$ cat src/rtl/dapp_pkg.sv
// dapp_pkg: shared constants, result struct and digit accumulate function
// for the delimited ascii packet parser; no dependencies
package dapp_pkg;

  localparam int unsigned MAX_PACKET_BYTES = 32;
  localparam int unsigned COUNT_W = $clog2(MAX_PACKET_BYTES + 1);

  localparam logic [7:0] CH_START  = 8'h40;
  localparam logic [7:0] CH_END    = 8'h24;
  localparam logic [7:0] CH_SLASH  = 8'h2F;
  localparam logic [7:0] CH_EQUALS = 8'h3D;
  localparam logic [7:0] CH_MINUS  = 8'h2D;
  localparam logic [7:0] CH_ZERO   = 8'h30;
  localparam logic [7:0] CH_NINE   = 8'h39;

  localparam logic [1:0] PH_ID    = 2'd0;
  localparam logic [1:0] PH_INDEX = 2'd1;
  localparam logic [1:0] PH_VALUE = 2'd2;

  localparam logic [31:0] CAP_ID      = 32'd65535;
  localparam logic [31:0] CAP_IDX_POS = 32'd32767;
  localparam logic [31:0] CAP_IDX_NEG = 32'd32768;
  localparam logic [31:0] CAP_VAL_POS = 32'h7FFF_FFFF;
  localparam logic [31:0] CAP_VAL_NEG = 32'h8000_0000;

  typedef struct packed {
    logic [15:0]        sim_id;
    logic signed [15:0] item_index;
    logic signed [31:0] item_value;
    logic               value_present;
  } res_t;

  // acc * 10 + digit, saturated at cap
  function automatic logic [31:0] push_digit(input logic [31:0] acc,
                                             input logic [3:0]  digit,
                                             input logic [31:0] cap);
    logic [35:0] n;
    n = ({4'b0, acc} << 3) + ({4'b0, acc} << 1) + {32'b0, digit};
    return (n > {4'b0, cap}) ? cap : n[31:0];
  endfunction

endpackage

$ cat src/rtl/dapp_parse.sv
// dapp_parse: framing state and field accumulators, one byte per enable
// depends on dapp_pkg
module dapp_parse (
  input  logic          clk,
  input  logic          rst,
  input  logic          en,
  input  logic [7:0]    data_byte,
  output logic          res_strobe,
  output dapp_pkg::res_t res
);
  import dapp_pkg::*;

  logic               capturing, capturing_next;
  logic [COUNT_W-1:0] byte_count, byte_count_next;
  logic [1:0]         field_phase, field_phase_next;
  logic [15:0]        id_accum, id_accum_next;
  logic [15:0]        index_accum, index_accum_next;
  logic [31:0]        value_accum, value_accum_next;
  logic [1:0]         sign_flags, sign_flags_next;
  logic [2:0]         digits_stopped, digits_stopped_next;
  logic               equals_seen, equals_seen_next;
  logic               field_started, field_started_next;

  logic [2:0]  stop_bit;
  logic        is_digit;
  logic [3:0]  digit;
  logic [31:0] id_push, idx_push, val_push;

  assign is_digit = (data_byte >= CH_ZERO) && (data_byte <= CH_NINE);
  assign digit    = data_byte[3:0];
  assign stop_bit = 3'b001 << field_phase;
  assign id_push  = push_digit({16'b0, id_accum}, digit, CAP_ID);
  assign idx_push = push_digit({16'b0, index_accum}, digit,
                               sign_flags[0] ? CAP_IDX_NEG : CAP_IDX_POS);
  assign val_push = push_digit(value_accum, digit,
                               sign_flags[1] ? CAP_VAL_NEG : CAP_VAL_POS);

  always_comb begin
    capturing_next      = capturing;
    byte_count_next     = byte_count;
    field_phase_next    = field_phase;
    id_accum_next       = id_accum;
    index_accum_next    = index_accum;
    value_accum_next    = value_accum;
    sign_flags_next     = sign_flags;
    digits_stopped_next = digits_stopped;
    equals_seen_next    = equals_seen;
    field_started_next  = field_started;
    res_strobe          = 1'b0;

    res.sim_id        = id_accum;
    res.item_index    = sign_flags[0] ? -$signed(index_accum) : $signed(index_accum);
    res.item_value    = sign_flags[1] ? -$signed(value_accum) : $signed(value_accum);
    res.value_present = equals_seen;

    if (data_byte == CH_START) begin
      capturing_next      = 1'b1;
      byte_count_next     = COUNT_W'(1);
      field_phase_next    = PH_ID;
      id_accum_next       = '0;
      index_accum_next    = '0;
      value_accum_next    = '0;
      sign_flags_next     = '0;
      digits_stopped_next = '0;
      equals_seen_next    = 1'b0;
      field_started_next  = 1'b0;
    end else if (capturing) begin
      if (byte_count >= COUNT_W'(MAX_PACKET_BYTES)) begin
        capturing_next = 1'b0;
      end else begin
        byte_count_next = byte_count + COUNT_W'(1);
        if (data_byte == CH_END) begin
          res_strobe     = 1'b1;
          capturing_next = 1'b0;
        end else if (data_byte == CH_SLASH && field_phase == PH_ID) begin
          field_phase_next   = PH_INDEX;
          field_started_next = 1'b0;
        end else if (data_byte == CH_EQUALS && field_phase == PH_INDEX) begin
          field_phase_next   = PH_VALUE;
          equals_seen_next   = 1'b1;
          field_started_next = 1'b0;
        end else if ((digits_stopped & stop_bit) == 3'b000) begin
          if (data_byte == CH_MINUS && !field_started && field_phase != PH_ID) begin
            if (field_phase == PH_INDEX) begin
              sign_flags_next[0] = 1'b1;
            end else begin
              sign_flags_next[1] = 1'b1;
            end
            field_started_next = 1'b1;
          end else if (is_digit) begin
            field_started_next = 1'b1;
            if (field_phase == PH_ID) begin
              id_accum_next = id_push[15:0];
            end else if (field_phase == PH_INDEX) begin
              index_accum_next = idx_push[15:0];
            end else begin
              value_accum_next = val_push;
            end
          end else begin
            digits_stopped_next = digits_stopped | stop_bit;
          end
        end
      end
    end
  end

  always_ff @(posedge clk) begin
    if (rst) begin
      capturing      <= 1'b0;
      byte_count     <= '0;
      field_phase    <= PH_ID;
      id_accum       <= '0;
      index_accum    <= '0;
      value_accum    <= '0;
      sign_flags     <= '0;
      digits_stopped <= '0;
      equals_seen    <= 1'b0;
      field_started  <= 1'b0;
    end else if (en) begin
      capturing      <= capturing_next;
      byte_count     <= byte_count_next;
      field_phase    <= field_phase_next;
      id_accum       <= id_accum_next;
      index_accum    <= index_accum_next;
      value_accum    <= value_accum_next;
      sign_flags     <= sign_flags_next;
      digits_stopped <= digits_stopped_next;
      equals_seen    <= equals_seen_next;
      field_started  <= field_started_next;
    end
  end

endmodule

$ cat src/rtl/dapp_out_reg.sv
// dapp_out_reg: result register with valid/ready handshake
// depends on dapp_pkg
module dapp_out_reg (
  input  logic                clk,
  input  logic                rst,
  input  logic                load,
  input  dapp_pkg::res_t      res,
  output logic                free,
  input  logic                result_ready,
  output logic                result_valid,
  output logic [15:0]         sim_id,
  output logic signed [15:0]  item_index,
  output logic signed [31:0]  item_value,
  output logic                value_present
);
  import dapp_pkg::*;

  res_t held;

  assign free          = !result_valid || result_ready;
  assign sim_id        = held.sim_id;
  assign item_index    = held.item_index;
  assign item_value    = held.item_value;
  assign value_present = held.value_present;

  always_ff @(posedge clk) begin
    if (rst) begin
      result_valid <= 1'b0;
    end else if (load) begin
      result_valid <= 1'b1;
    end else if (result_ready) begin
      result_valid <= 1'b0;
    end
    if (load) begin
      held <= res;
    end
  end

endmodule

$ cat src/rtl/delimited_ascii_packet_parser_top.sv
// delimited_ascii_packet_parser_top: input byte register, parser, result register
// depends on dapp_pkg, dapp_parse, dapp_out_reg
//
// usage
//   input channel: byte_valid / byte_ready with data_byte, one ascii byte per item
//   output channel: result_valid / result_ready with sim_id, item_index,
//   item_value and value_present, one item per completed '@' id '/' index
//   '=' value '$' packet
//   a byte is taken into an input register, then parsed, when the result
//   register can take data, by a compare and multiply-by-ten accumulate
//   that updates the framing state and, on '$', loads the result register
//   a '$' passes the input register, then the result register, to the outputs
//   throughput: one byte per cycle while the result register can take data
//   stall: when a result is held and result_ready is low the parser stops,
//   the input register fills and byte_ready drops; bytes are never lost
//   reset: synchronous, clears both registers' valid flags and sets the
//   parser idle, waiting for '@'
module delimited_ascii_packet_parser_top (
  input  logic               clk,
  input  logic               rst,
  input  logic               byte_valid,
  output logic               byte_ready,
  input  logic [7:0]         data_byte,
  output logic               result_valid,
  input  logic               result_ready,
  output logic [15:0]        sim_id,
  output logic signed [15:0] item_index,
  output logic signed [31:0] item_value,
  output logic               value_present
);
  import dapp_pkg::*;

  logic       in_full;
  logic [7:0] in_byte;
  logic       advance;
  logic       en;
  logic       res_strobe;
  res_t       res;

  assign en         = in_full && advance;
  assign byte_ready = !in_full || advance;

  always_ff @(posedge clk) begin
    if (rst) begin
      in_full <= 1'b0;
    end else if (byte_valid && byte_ready) begin
      in_full <= 1'b1;
    end else if (advance) begin
      in_full <= 1'b0;
    end
    if (byte_valid && byte_ready) begin
      in_byte <= data_byte;
    end
  end

  dapp_parse u_parse (
    .clk        (clk),
    .rst        (rst),
    .en         (en),
    .data_byte  (in_byte),
    .res_strobe (res_strobe),
    .res        (res)
  );

  dapp_out_reg u_out (
    .clk           (clk),
    .rst           (rst),
    .load          (en && res_strobe),
    .res           (res),
    .free          (advance),
    .result_ready  (result_ready),
    .result_valid  (result_valid),
    .sim_id        (sim_id),
    .item_index    (item_index),
    .item_value    (item_value),
    .value_present (value_present)
  );

endmodule
$ cat config.mk
export PLATFORM = sky130hd
export DESIGN_NAME = delimited_ascii_packet_parser_top
export DESIGN_NICKNAME = d
export VERILOG_FILES = /design/src/rtl/dapp_pkg.sv /design/src/rtl/dapp_parse.sv /design/src/rtl/dapp_out_reg.sv /design/src/rtl/delimited_ascii_packet_parser_top.sv
export SDC_FILE = /design/constraint.sdc
export NUM_CORES = 1
export LEC_CHECK = 0
export ABC_CLOCK_PERIOD_IN_PS = 13000
export BUFFER_PORTS_ARGS = -buffer_cell sky130_fd_sc_hd__buf_2
export CORE_ASPECT_RATIO = 1.5
export CORE_MARGIN = 5
export CORE_UTILIZATION = 40
export DETAILED_ROUTE_END_ITERATION = 10
export PLACE_DENSITY = 0.61
export SLEW_MARGIN = 20
export SYNTH_ARGS = -nofsm -noshare
export SYNTH_HDL_FRONTEND = slang
export SYNTH_SLANG_ARGS = --single-unit
export TNS_END_PERCENT = 10
$ cat constraint.sdc
create_clock -name clk -period 13 [get_ports clk]
set_input_delay 2.6 -clock clk [delete_from_list [all_inputs] [get_ports clk]]
set_output_delay 2.6 -clock clk [all_outputs]
set_load 0.01 [all_outputs]
# --- Yosys cells after proc, flatten, opt, wreduce, memory -nomap -nowiden ---
# Cells that the tools add are included.
op_classes:
  n_addsub: 9
  multipliers: 0
  div_mod_pow: 0
  order_cmp: 6
  n_eq_ne: 14
  shifts: 1
  muxes: 94
  bitwise_logic: 2
  reduce_logical: 38
op_table:
  columns: ["cell", "n"]
  rows:
  - ["two-way mux 32 bit", 14]
  - ["two-way mux 16 bit", 25]
  - ["adder 20 x 4 -> 21 bit", 2]
  - ["adder 19 x 17 -> 20 bit", 2]
  - ["adder 35 x 33 -> 36 bit", 1]
  - ["adder 36 x 4 -> 36 bit", 1]
  - ["> comparator 36 x 16 -> 1 bit", 1]
  - ["> comparator 36 x 16 -> 1 bit, second input constant", 1]
  - ["> comparator 36 x 32 -> 1 bit", 1]
  - ["equality test 8 x 6 -> 1 bit, second input constant", 4]
  - ["negator 32 bit", 1]
  - ["two-way mux 1 bit", 29]
  - ["two-way mux 2 bit", 14]
  - ["two-way mux 3 bit", 9]
  - ["AND reduction 9 bit", 3]
  - ["AND reduction 11 bit", 2]
  - ["nonzero test 2 bit", 10]
  - ["two-way mux 6 bit", 3]
  - ["negator 16 bit", 1]
  - ["inequality test 2 x 1 -> 1 bit, second input constant", 7]
  - ["AND reduction 6 bit", 2]
  - ["AND reduction 10 bit", 1]
  - ["equality test 8 x 7 -> 1 bit, second input constant", 1]
  - ["greater-or-equal comparator 8 x 6 -> 1 bit, second input constant", 1]
  - ["other kinds (18)", 28]
word_totals:
  register_bits: 155
  latchBits: 0
  ramBits: 0
  romBits: 0
  in_bits: 12
  wordCells: 182
  n_memories: 0

# --- Logic depth before layout (Yosys ltp) ---
# Gate-level depths: netlist of the first run.
logic_depth:
  word_depth: 15
  mapped_depth: 22
  ltp_nobuf: 20

# --- By module ---
# A second synthesis of the first run with hierarchy kept.
hier_totals:
  hier_cells: 1167
  area_unflattened_um2: 11424.7
by_module_without_submodules:
  columns: ["mod", "instances", "cells_per_inst", "area_per_inst_um2"]
  rows:
  - ["dapp_parse", 1, 1083, 9116.2]
  - ["dapp_out_reg", 1, 69, 1998.2]
  - ["delimited_ascii_packet_parser_top", 1, 15, 310.3]

# --- Least setup slack after synthesis of the first run ---
# OpenSTA, ideal clock, no wires.
synth_timing:
  kind: "in2reg"
  start: "input port result_ready"
  end: "register u_out.held, in the netlist u_out.item_index[0], enable pin"
  setup_time_ps: 489
  arrival_time_ps: 5584
  required_ps: 12511
  path_slack_ps: 6927
  path_stages: 3
  n_path_buf: 0
  cell_sequence: "nand2b_1 nand3_1 nor2_1"
synth_via:
  elab_chain_cells: 3
synth_rtl:
  columns: ["element", "line_no", "source"]
  rows:
  - ["from (decl)", "delimited_ascii_packet_parser_top.sv:25", "input logic result_ready,"]
  - ["logical OR 1 bit", "dapp_out_reg.sv:20", "assign free = !result_valid || result_ready;"]
  - ["logical AND 1 bit", "delimited_ascii_packet_parser_top.sv:40", "assign en = in_full && advance;"]
  - ["logical AND 1 bit", "delimited_ascii_packet_parser_top.sv:68", ".load (en && res_strobe),"]
  - ["via u_out.load", "dapp_out_reg.sv:6", "input logic load,"]
  - ["to (signal assigned)", "dapp_out_reg.sv:35", "held <= res;"]
  - ["to (decl)", "dapp_out_reg.sv:18", "res_t held;"]
# The timed path passes the listed nets, and every way through them passes these cells.
# A chain may end at the register's enable or synchronous reset.

# --- Worst setup path in the final report of the first run ---
layout_timing:
  start: "register in_byte[3]"
  end: "register u_parse.value_accum[25]"
layout_via:
  elab_chain_cells: 14
layout_rtl:
  columns: ["element", "line_no", "source"]
  rows:
  - ["from (decl)", "delimited_ascii_packet_parser_top.sv:34", "logic [7:0] in_byte;"]
  - ["from (signal assigned)", "delimited_ascii_packet_parser_top.sv:52", "in_byte <= data_byte;"]
  - ["adder 36 x 4 -> 36 bit", "dapp_pkg.sv:38", "n = ({4'b0, acc} << 3) + ({4'b0, acc} << 1) + {32'b0, digit};"]
  - ["> comparator 36 x 32 -> 1 bit", "dapp_pkg.sv:39", "return (n > {4'b0, cap}) ? cap : n[31:0];"]
  - ["two-way mux 32 bit", "dapp_pkg.sv:39", null]
  - ["two-way mux 32 bit", "dapp_parse.sv:94", "end else if (field_phase == PH_INDEX) begin"]
  - ["two-way mux 32 bit", "dapp_parse.sv:92", "if (field_phase == PH_ID) begin"]
  - ["two-way mux 32 bit", "dapp_parse.sv:90", "end else if (is_digit) begin"]
  - ["two-way mux 32 bit", "dapp_parse.sv:83", "if (data_byte == CH_MINUS && !field_started && field_phase != PH_ID) begin"]
  - ["two-way mux 32 bit", "dapp_parse.sv:82", "end else if ((digits_stopped & stop_bit) == 3'b000) begin"]
  - ["two-way mux 32 bit", "dapp_parse.sv:78", "end else if (data_byte == CH_EQUALS && field_phase == PH_INDEX) begin"]
  - ["two-way mux 32 bit", "dapp_parse.sv:75", "end else if (data_byte == CH_SLASH && field_phase == PH_ID) begin"]
  - ["two-way mux 32 bit", "dapp_parse.sv:72", "if (data_byte == CH_END) begin"]
  - ["two-way mux 32 bit", "dapp_parse.sv:68", "if (byte_count >= COUNT_W'(MAX_PACKET_BYTES)) begin"]
  - ["two-way mux 32 bit", "dapp_parse.sv:67", "end else if (capturing) begin"]
  - ["two-way mux 32 bit", "dapp_parse.sv:56", "if (data_byte == CH_START) begin"]
  - ["to (signal assigned)", "dapp_parse.sv:125", "value_accum <= value_accum_next;"]
  - ["to (decl)", "dapp_parse.sv:18", "logic [31:0] value_accum, value_accum_next;"]
# Parallel ways exist; a longest one is shown, timed or not. The select of a mux whose other input is x is not followed.

==> summary.md, run 1 <==
| Metric | Value |
|---|---|
| Status | finished, final reports clean |
| Seq cells post-synth | 155 |
| M2 GR Usage | 0.350 |
| Top Usage Layer GRT | met2 |
| Die area | 32200 sq um |
| Worst Reg-to-Reg Cells | 19 |
| MaxCap Viol Count | 0 |
| DR vias | 9470 |
| Area of the multi-input gates | 7320 sq um |
| Number of buffers created by CTS | 17 |
| Fin crit share | 0.470 |
| Crit-path max FO | 19 |
| Ys async rst share | 0 |
| Worst setup SP type | flip-flop |
| I/O Buffers | 78 |
| Sequential area share after synthesis | 0.335 |
| Commonest cells after routing, fill and taps aside | ha_1 (177), nand2_1 (104), nor2_1 (103), dfxtp_1 (81), o21ai_0 (80) |
| Clk sinks | 155 |
| DRT antenna net count | 0 |
| PwrDens | 79.4 nW/um^2 |
| Relative slew margins | 0.336 |
| Syn Nets | 1412 |
| Area Growth Syn to Fin | 11.2% |
| Starting Density | 0.401 |
| DRT Pass-1 Iters | 5 |
| Clock transition at path regs | 0.07 ns |
| First-pass GRT wire length | 47.4 mm |
| Final setup vio count | 0 |
| Most common cell after layout, fill and taps aside | ha_1 |
| Antenna Cells | 0 |
| CP Data Arrival Time | 6.43 ns |
| Max clock buf depth | 2 |
| Clock Tree Root | clkbuf_16 |
| R2r endpoint | u_parse.value_accum[25] |
| Most used DFF post-synth | dfxtp_1 |
| Width of the die | 148 microns |
| Crit path kind | reg -> reg |
| # DRC | 0 |
| FMAX | 164 MHz |
| Post-synth EDFFs | 73 |
| Starting DRC count in detailed routing | 476 |
| Final net count | 1481 |
| Worst hold path class | reg -> reg |
| Worst Tran Pin Value | 0.991 ns |
| LEAKAGE | 5.97 nW |
| Final wirelength | 28.9 mm |
| Dpl hpwl | 22.5 mm |
| Syn Inst Count | 1217 |
| Critical Path RT | 13.32 ns |
| Hold path start | u_parse.digits_stopped[2] |
| GRT met3 Usage | 0.0225 |
| Worst ir drop on vdd | 0.0000815 V |
| Max Slew Vio Count | 0 |
| Placer Congestion | 0.873 |
| Hold Path Depth | 2 |
| Final Hold Fails | 0 |
| Setup Buffers After CTS | 0 |
| Largest net degree at the start of global routing | 59 |
| Synth cell types | 80 |
| Vias/cell | 5.74 |
| Layout cell share with drive strength beyond 1 | 0.110 |
| Reg2reg start | in_byte[3] |
| YS warnings | 0 |
| Core Util, Final | 0.446 |
| Avg Cell Area, Syn | 9.41 sq um |
| Fill count | 2741 |
| FP Rows | 76 |
| Worst Skew | 0.00977 ns |
| I/O pin count | 79 |
| Crit. End Element | flip-flop |
| Gr ovfl total | 0 |
| Netlist Area Pre-Place | 11400 sq um |
| Hold_buf cts | 0 |
| Worst-Skew Late Latency | 0.45 ns |
| Die H | 217 microns |
| Worst hold margin | 0.478 ns |
| GRT Total Usage | 0.182 |
| Core area | 28500 sq um |
| CTS H-tree depth | 4 |
| Wire per inst | 17.5 microns |
| Cts repair resizes | 0 |
| CTS tree | built |
| Hold EP | u_parse.digits_stopped[2] |
| Met1 usage | 0.189 |
| Final Critical Period | 6.11 ns |
| TNS Setup | 0 ns |
| RSZ-0062 raised after global routing | no |
| Vias in the first global route | 9601 |
| Initial antenna violation count | 0 |
| Area occupied by registers | 3830 sq um |
| R2R Setup Slk | 6.89 ns |
==> worst max path at each step <==
stage | from | end | slack (ns) | cells after the start
after floorplan | result_ready | u_out.item_index[0] | 6.93 | 3
after global placement | in_byte[3] | u_parse.value_accum[20] | 7.00 | 19
after detailed placement | in_byte[3] | u_parse.value_accum[0] | 6.88 | 19
after CTS | in_byte[3] | u_parse.value_accum[25] | 6.86 | 19
after global routing | in_byte[3] | u_parse.value_accum[9] | 6.27 | 19
final | in_byte[3] | u_parse.value_accum[25] | 6.89 | 19
==> synth_stat cells (8+ instances only) <==
master	instances	area, sq um
and2_1	8	50.1
dfxtp_1	82	1640
nor2_1	104	390
xnor2_1	73	639
o31ai_1	15	113
inv_1	34	128
clkbuf_1	26	97.6
a211oi_1	10	75.1
o21bai_1	9	67.6
nand2_1	104	390
o21ai_1	11	55.1
nor3_1	27	135
a21oi_1	80	400
o21a_1	12	90.1
or3_1	13	81.3
a221o_1	27	270
nand4_1	15	93.8
o211ai_1	14	105
nand2b_1	11	68.8
edfxtp_1	73	2190
xor2_1	20	175
nand3_1	25	125
nor2b_1	13	81.3
o21ai_0	80	400
ha_1	177	2210
or4_1	8	60.1
a21o_1	22	165
==> power by group <==
| group | switching, mW | internal [mW] | leakage [nW] | total, mW |
|---|---|---|---|---|
| logic | 0.0128 | 0.00702 | 4.29 | 0.0199 |
| registers | 0.00336 | 0.509 | 1.43 | 0.512 |
| clock network | 0.215 | 0.264 | 0.257 | 0.478 |
==> critical path, cell delays in order (launching register included) <==
cell and delay (ns):
edfxtp_1 0.53, fa_1 0.58, ha_1 0.34, a211oi_1 0.33, o21ai_1 0.17, a221oi_4 0.38, nor2_1 0.13, a2111oi_0 0.65
or4_1 0.22, nand3_1 0.09, ha_1 0.33, nand2_1 0.06, or3_1 0.39, a221oi_1 0.26, o21ai_0 0.13, o2111ai_1 0.10
nor4_1 0.07, nor2_1 0.70, buf_4 0.38, o21ai_0 0.12
==> per-stage QoR <==
step / instances / area [sq um] / setup slack [ns] / total power, mW
final: 1650 / 12700 / 6.89 / 1.01
after global routing: 1650 / 12700 / 6.27 / 1.05
after CTS: 1650 / 12700 / 6.86 / 1.03
after detailed placement: 1618 / 12200 / 6.88 / 0.543
after global placement: 1618 / 12200 / 7.00 / 0.543
after floorplan: 1217 / 11400 / 6.93 / 0.534
==> logic make-up (layout without fill, tap and decap cells) <==
kind of cell / count (synthesis) / count (layout) / share of synthesized area
AOI/OAI and AO/OA: 336 / 336 / 0.198
and+or+nand+nor: 373 / 373 / 0.160
xor gates and xnor gates: 93 / 93 / 0.0711
muxes: 6 / 6 / 0.00525
adders and majority gates: 183 / 183 / 0.204
buffers and inverters: 71 / 153 / 0.0267
DFF: 155 / 155 / 0.335
==> registers in the layout (all words and copies together), names as in the netlist, 2 cells and up <==
| name | flops |
|---|---|
| u_out.item_index | 16 |
| u_parse.field_phase | 2 |
| u_out.sim_id | 16 |
| u_parse.digits_stopped | 3 |
| u_parse.value_accum | 32 |
| u_parse.index_accum | 16 |
| u_parse.id_accum | 16 |
| in_byte | 8 |
| u_parse.sign_flags | 2 |
| u_parse.byte_count | 6 |
| u_out.item_value | 32 |
==> layout make-up <==
type	count	area share
clock buffers	19	0.0340
clock inverters	13	0.00934
inverters	34	0.0100
multi-input cells	991	0.575
flip-flops and latches	155	0.301
well taps	351	0.0345
repair buffers	87	0.0360
==> layer usage <==
metal,part of all wire,vias up
met2,0.54,182
met3,0.024,73
met4,0.044,0
met1,0.39,4505
li1,-,4710
met5,0,-
No activity file was read; power rests on OpenSTA's default activity.
==> inputs of run 2 (changes only) <==
Settings changed: ABC_AREA set to 1, ABC_CLOCK_PERIOD_IN_PS 13000 to 4900, PLACE_DENSITY 0.61 to 0.62.
Clock period 13 ns to 4.9 ns, I/O delays scaled along.
==> run 2 against run 1 <==
Effect of this change:
- synthesized cell count up 44%
- fmax up 35%
- combinational power rose to 2.7 times the previous value
- clock skew up 0.0035 ns
- cell area up 14%
- wire length up 20%
- via count up 23%
- area after synthesis up 13%
- clock power rose to 2.9 times the previous value
- register-to-register slack worse by 6.5 ns
- worst setup slack worse by 6.5 ns
- sequential share of layout area down 3.6 points
- critical path type unchanged
==> summary.md, run 2 <==
| Metric | Value |
|---|---|
| Status | finished, final reports clean |
| Worst Tran Pin Value | 0.837 ns |
| Routed wl met3 | 984 microns |
| Seq cells post-synth | 155 |
| First-pass GRT wire length | 56.6 mm |
| Fraction of the mapped netlist area in simple logic gates | 0.272 |
| Most common cell after layout, fill and taps aside | nand2_1 |
| FMAX | 222 MHz |
| # DRC | 0 |
| Max Slew Vio Count | 0 |
| Layout cell share with drive strength beyond 1 | 0.100 |
| YS warnings | 0 |
| LEAKAGE | 7.43 nW |
| FP Rows | 80 |
| Setup Buffers After CTS | 0 |
| Max clock buf depth | 2 |
| Post-Layout Cell Count | 2245 |
| XOR/XNOR Fraction of Synth Area | 0.0629 |
| Syn Nets | 1943 |
| DRT antenna net count | 0 |
| Clock Tree Root | clkbuf_16 |
| Worst ir drop on vdd | 0.000200 V |
| Post-synth EDFFs | 73 |
| Clk sinks | 155 |
| Worst hold path class | reg -> reg |
| Dpl hpwl | 27.4 mm |
| Core area | 31900 sq um |
| Starting Density | 0.406 |
| TNS Setup | 0 ns |
| Synth cell types | 51 |
| Wire per inst | 15.4 microns |
| Gr ovfl total | 0 |
| WL met1 | 13.3 mm |
| Fin crit share | 0.920 |
| R2r endpoint | u_parse.index_accum[14] |
| Commonest cells after routing, fill and taps aside | nand2_1 (403), inv_1 (209), ha_1 (177), a21oi_1 (170), nand3_1 (129) |
| Final Critical Period | 4.51 ns |
| Worst Skew | 0.0132 ns |
| CTS H-tree depth | 4 |
| Largest net degree at the start of global routing | 71 |
| DRT Pass-1 Iters | 5 |
| Avg Cell Area, Syn | 7.41 sq um |
| Die area | 36200 sq um |
| Vias/cell | 5.21 |
| Vias in the first global route | 11700 |
| Relative slew margins | 0.442 |
| R2R Setup Slk | 0.39 ns |
| Reg2reg start | in_byte[3] |
| DR vias | 11700 |
| I/O Buffers | 78 |
| Hold Path Depth | 2 |
| Final Hold Fails | 0 |
| Syn Inst Count | 1748 |
| Crit path kind | reg -> reg |
| Most used DFF post-synth | dfxtp_1 |
| Commonest cells in the netlist | nand2_1 (403), inv_1 (210), ha_1 (177) |
| Synth area leader | ha_1 |
| Highest routing layer actually used | met4 |
| Final net count | 2017 |
| Antenna Cells | 0 |
| Die H | 230 microns |
| MaxCap Viol Count | 0 |
| Worst Reg-to-Reg Cells | 20 |
| Hold path start | u_parse.digits_stopped[2] |
| Dpl cells | 2213 |
| Netlist Area Pre-Place | 13000 sq um |
| Fill count | 3220 |
| Ys async rst share | 0 |
| Final setup vio count | 0 |
| CTS tree | built |
| Sequential area share after synthesis | 0.296 |
| Area Growth Syn to Fin | 11.6% |
| Initial antenna violation count | 0 |
| Synth Area in Adders | 0.180 |
| Met2 wire length | 18.9 mm |
| Share of the synthesized area in the top cell type | 0.171 |
| RSZ-0062 raised after global routing | no |
| Placer Congestion | 0.990 |
| Worst-Skew Late Latency | 0.44 ns |
| Critical Path RT | 5.18 ns |
| Largest family of logic cells by synthesized area | simple AND/OR/NAND/NOR gates |
| Most area-consuming cells after synthesis | ha_1 (17%), edfxtp_1 (17%), dfxtp_1 (13%), nand2_1 (12%), a21oi_1 (6.6%) |
| Crit-path max FO | 16 |
| Compound-Gate Fraction of Synth Area | 0.108 |
| Number of buffers created by CTS | 17 |
| Worst setup SP type | flip-flop |
| I/O pin count | 79 |
| Width of the die | 157 microns |
| PwrDens | 192 nW/um^2 |
| CP Data Arrival Time | 4.79 ns |
| Final wirelength | 34.7 mm |
| Crit. End Element | flip-flop |
| Hold EP | u_parse.digits_stopped[2] |
| Post-synthesis mux area share | 0 |
| Clock transition at path regs | 0.08 ns |
| GRT Total Usage | 0.192 |
| Starting DRC count in detailed routing | 423 |
| Most frequent cell after synthesis | nand2_1 |
-- run 2: power breakdown --
part / leakage [nW] / switching [mW] / internal (mW)
Combinational: 5.82 / 0.0363 / 0.0164
Clock: 0.303 / 0.635 / 0.740
Sequential: 1.31 / 0.00312 / 1.35
Total: 7.43 / 0.675 / 2.10
-- run 2: how the worst max path moves through the flow --
stage	startpoint	cells past startpoint	slack, ns	end
floorplan	in_byte[3]	24	0.95	u_parse.index_accum[14]
global placement	in_byte[3]	20	0.25	u_parse.index_accum[10]
detailed placement	in_byte[3]	20	0.19	u_parse.index_accum[14]
CTS	in_byte[3]	20	0.17	u_parse.index_accum[14]
global route	in_byte[3]	20	0.01	u_parse.index_accum[15]
finish	in_byte[3]	20	0.39	u_parse.index_accum[14]
-- run 2: final cells by class --
| class | instances | area [sq um] | share of cell area |
|---|---|---|---|
| repair buffers | 97 | 558 | 0.0386 |
| well taps | 410 | 513 | 0.0355 |
| flip-flops and latches | 155 | 3830 | 0.265 |
| inverters | 226 | 848 | 0.0587 |
| clock buffers | 17 | 425 | 0.0294 |
| multi-input cells | 1325 | 8090 | 0.559 |
| clock inverters | 15 | 190 | 0.0132 |
-- run 2: critical path, stage by stage, from the launching register on --
cell and delay, ns:
edfxtp_1 0.43, buf_4 0.20, fa_1 0.58, inv_1 0.07, fa_1 0.45, nand3b_1 0.17, nand2_1 0.12, nand2_1 0.07
nand2_1 0.18, a31oi_1 0.13, xor2_1 0.22, inv_1 0.07, ha_1 0.27, nand4_1 0.17, nor4_2 0.40, o21ai_0 0.17
nor2_2 0.16, buf_4 0.22, nand3b_1 0.10, nand3_1 0.10, a21oi_1 0.06
-- run 2: metal layers --
metal / vias up / global-route usage
li1: 6002 / -
met1: 5387 / 0.199
met2: 209 / 0.374
met3: 90 / 0.0184
met4: 0 / 0.0950
met5: - / 0
-- run 2: kinds of logic (layout without fill, tap and decap cells) --
| logic type | Yosys count | in the layout |
|---|---|---|
| AND/OR/NAND/NOR | 788 | 788 |
| AO/OA/AOI/OAI | 261 | 261 |
| XOR/XNOR | 93 | 93 |
| adder cells (fa/ha/maj) | 183 | 183 |
| flip-flops | 155 | 155 |
| buffers and inverters | 268 | 355 |
-- run 2: stage by stage --
step / power [mW] / utilization / hold slack (ns) / setup slack, ns / instance area, sq um
CTS: 2.80 / 0.452 / 0.454 / 0.170 / 14400
detailed placement: 1.43 / 0.433 / 0.444 / 0.188 / 13800
global placement: 1.43 / 0.433 / 0.427 / 0.247 / 13800
global route: 2.87 / 0.453 / 0.465 / 0.0105 / 14500
finish: 2.78 / 0.453 / 0.456 / 0.391 / 14500
floorplan: 1.41 / - / 0.409 / 0.953 / 13000
-- run 2: what timing repair did --
item	in CTS	in global routing
endpoints found under the setup margin	0	16
gates resized for setup	0	4
hold buffers	0	0
==> inputs of run 3 (changes only) <==
Settings changed: GPL_TIMING_DRIVEN set to 0.
==> run 3 against run 2 <==
Effect of this change:
- hold slack worse by 0.0024 ns
- total power down 0.86%
- largest cell class unchanged
- clock-buffer cell count unchanged
- die area did not move
- global-route usage is 0.24 points higher
- critical path depth grew 5
- via count grew 1.0%
- worst setup slack got worse by 0.11 ns
- register-to-register slack got worse by 0.11 ns
- combinational power grew 3%
- critical endpoint is now u_parse.value_accum[26]
- fmax down 2.4%
==> summary.md, run 3 (synthesized netlist as in run 2, its figures left out) <==
| Metric | Value |
|---|---|
| Delay-heaviest family, CP | simple AND/OR/NAND/NOR gates |
| Crit-path max FO | 10 |
| FMAX | 216 MHz |
| Gr ovfl total | 0 |
| I/O Buffers | 77 |
| Most common cell after layout, fill and taps aside | nand2_1 |
| Area Growth Syn to Fin | 12.6% |
| Critical Path RT | 5.27 ns |
| Relative slew margins | 0.452 |
| First-pass GRT wire length | 56.6 mm |
| Crit. End Element | flip-flop |
| Starting DRC count in detailed routing | 508 |
| Worst Skew | 0.0121 ns |
| Slowest cell on crit path | fa_1 |
| Worst Tran Pin Value | 0.822 ns |
| Fill count | 3261 |
| Clk sinks | 155 |
| CTS H-tree depth | 4 |
| Hold EP | u_out.value_present |
| Fin crit share | 0.943 |
| R2R Setup Slk | 0.28 ns |
| Worst setup SP type | flip-flop |
| LEAKAGE | 7.47 nW |
| Antenna Cells | 0 |
| DRT antenna net count | 0 |
| R2r endpoint | u_parse.value_accum[26] |
| Total Power | 2.75 mW |
| Crit path kind | reg -> reg |
| CTS tree | built |
| Clock transition at path regs | 0.07 ns |
| DRT Pass-1 Iters | 5 |
| Status | finished, final reports clean |
| Final wirelength | 35.0 mm |
| Max incr delay on CP | 0.54 ns |
| Number of buffers created by CTS | 17 |
| MaxCap Viol Count | 0 |
| Max Slew Vio Count | 0 |
| Largest net degree at the start of global routing | 49 |
| Die area | 36200 sq um |
| Hold Path Depth | 0 |
| Worst hold margin | 0.453 ns |
| Max clock buf depth | 2 |
| # DRC | 0 |
| Wire per inst | 15.4 microns |
| Area of the multi-input gates | 8100 sq um |
| Reg2reg start | in_byte[3] |
| Clock Tree Root | clkbuf_16 |
| Dpl hpwl | 28.9 mm |
| Initial antenna violation count | 0 |
| FP Rows | 80 |
| Worst-Skew Late Latency | 0.45 ns |
| WP buf/inv | 3 |
| Width of the die | 157 microns |
| PwrDens | 189 nW/um^2 |
| Final Critical Period | 4.62 ns |
| Commonest cells after routing, fill and taps aside | nand2_1 (402), inv_1 (209), ha_1 (177), a21oi_1 (169), nand3_1 (129) |
| Final setup vio count | 0 |
| Area occupied by registers | 3830 sq um |
| Hold path start | u_parse.equals_seen |
| Worst Reg-to-Reg Cells | 25 |
| GRT Total Usage | 0.194 |
| Vias/cell | 5.19 |
| Die H | 230 microns |
| Final net count | 2048 |
| Placed Area | 13900 sq um |
| Design Area, Final | 14600 sq um |
| Most Frequent Cell on Critical Path | nand2_1 |
| I/O pin count | 79 |
| Placer Congestion | 0.918 |
| Layout cell share with drive strength beyond 1 | 0.109 |
| CP Data Arrival Time | 4.99 ns |
| Hold_buf cts | 0 |
| DR vias | 11800 |
| Vias in the first global route | 11900 |
| Starting Density | 0.406 |
| Final Hold Fails | 0 |
| Core area | 31900 sq um |
| Worst ir drop on vdd | 0.000186 V |
| Worst hold path class | reg -> reg |
run 3: timing repair:
action	4_1_cts	5_1_grt
buffers inserted	0	8
pin swaps	0	3
gates cloned	0	0
gates resized for setup	2	11
setup endpoints to repair	40	47
run 3: area by class of cell:
type	count	area share
buffer	42	0.0142
clock buffer	17	0.0292
clock inverter	15	0.0123
inverter	226	0.0583
multi-input combinational	1325	0.555
sequential	155	0.263
tap	410	0.0352
timing repair buffer	86	0.0324
run 3: through the flow:
stage | util | setup TNS (ns) | setup WS (ns) | cells
after floorplan | - | 0 | 0.953 | 1748
after global placement | 0.434 | -1.37 | -0.0896 | 2235
after detailed placement | 0.435 | -1.80 | -0.0871 | 2236
after CTS | 0.454 | 0 | 0.00265 | 2268
after global routing | 0.457 | -0.851 | -0.0709 | 2276
final | 0.457 | 0 | 0.280 | 2276
run 3: how the worst max path moves through the flow:
stage	startpoint	end	cells past startpoint
4_1_cts	in_byte[3]	u_parse.index_accum[13]	20
5_1_grt	in_byte[3]	u_parse.value_accum[30]	27
6_report	in_byte[3]	u_parse.value_accum[26]	25
3_3_place_gp	in_byte[3]	u_parse.value_accum[2]	22
3_5_place_dp	in_byte[3]	u_parse.value_accum[4]	23
2_1_floorplan	in_byte[3]	u_parse.index_accum[14]	24
run 3: metal layers:
layer | wire, microns | vias up | share of wire | GRT usage
met4 | 1300 | 0 | 0.037 | 0.0839
met3 | 967 | 79 | 0.028 | 0.0193
met1 | 13000 | 5451 | 0.37 | 0.193
met2 | 19800 | 205 | 0.57 | 0.394
li1 | - | 6073 | - | -
met5 | 0 | - | 0 | 0
run 3: worst register-to-register path, cell delays in order, from the launching register on:
cell and delay, ns:
edfxtp_1 0.43, buf_4 0.18, fa_1 0.54, ha_1 0.33, nand3_1 0.07, nand3_1 0.14
nand2_1 0.07, nand2_1 0.18, nand2_1 0.08, nand2_1 0.12, nand3_1 0.16, nand2_1 0.12
nand2_1 0.05, nand2_1 0.12, inv_1 0.06, ha_1 0.28, nand2_1 0.07, nor2_1 0.27
nor4b_4 0.31, nand2_1 0.10, nand2_2 0.18, nand3_2 0.11, nand2_2 0.15, buf_4 0.19
nand3_1 0.09, a21oi_1 0.15
run 3: where the power goes:
group | switching (mW) | internal, mW | leakage [nW]
logic | 0.0367 | 0.0176 | 5.87
clock network | 0.620 | 0.728 | 0.285
registers | 0.00456 | 1.35 | 1.31
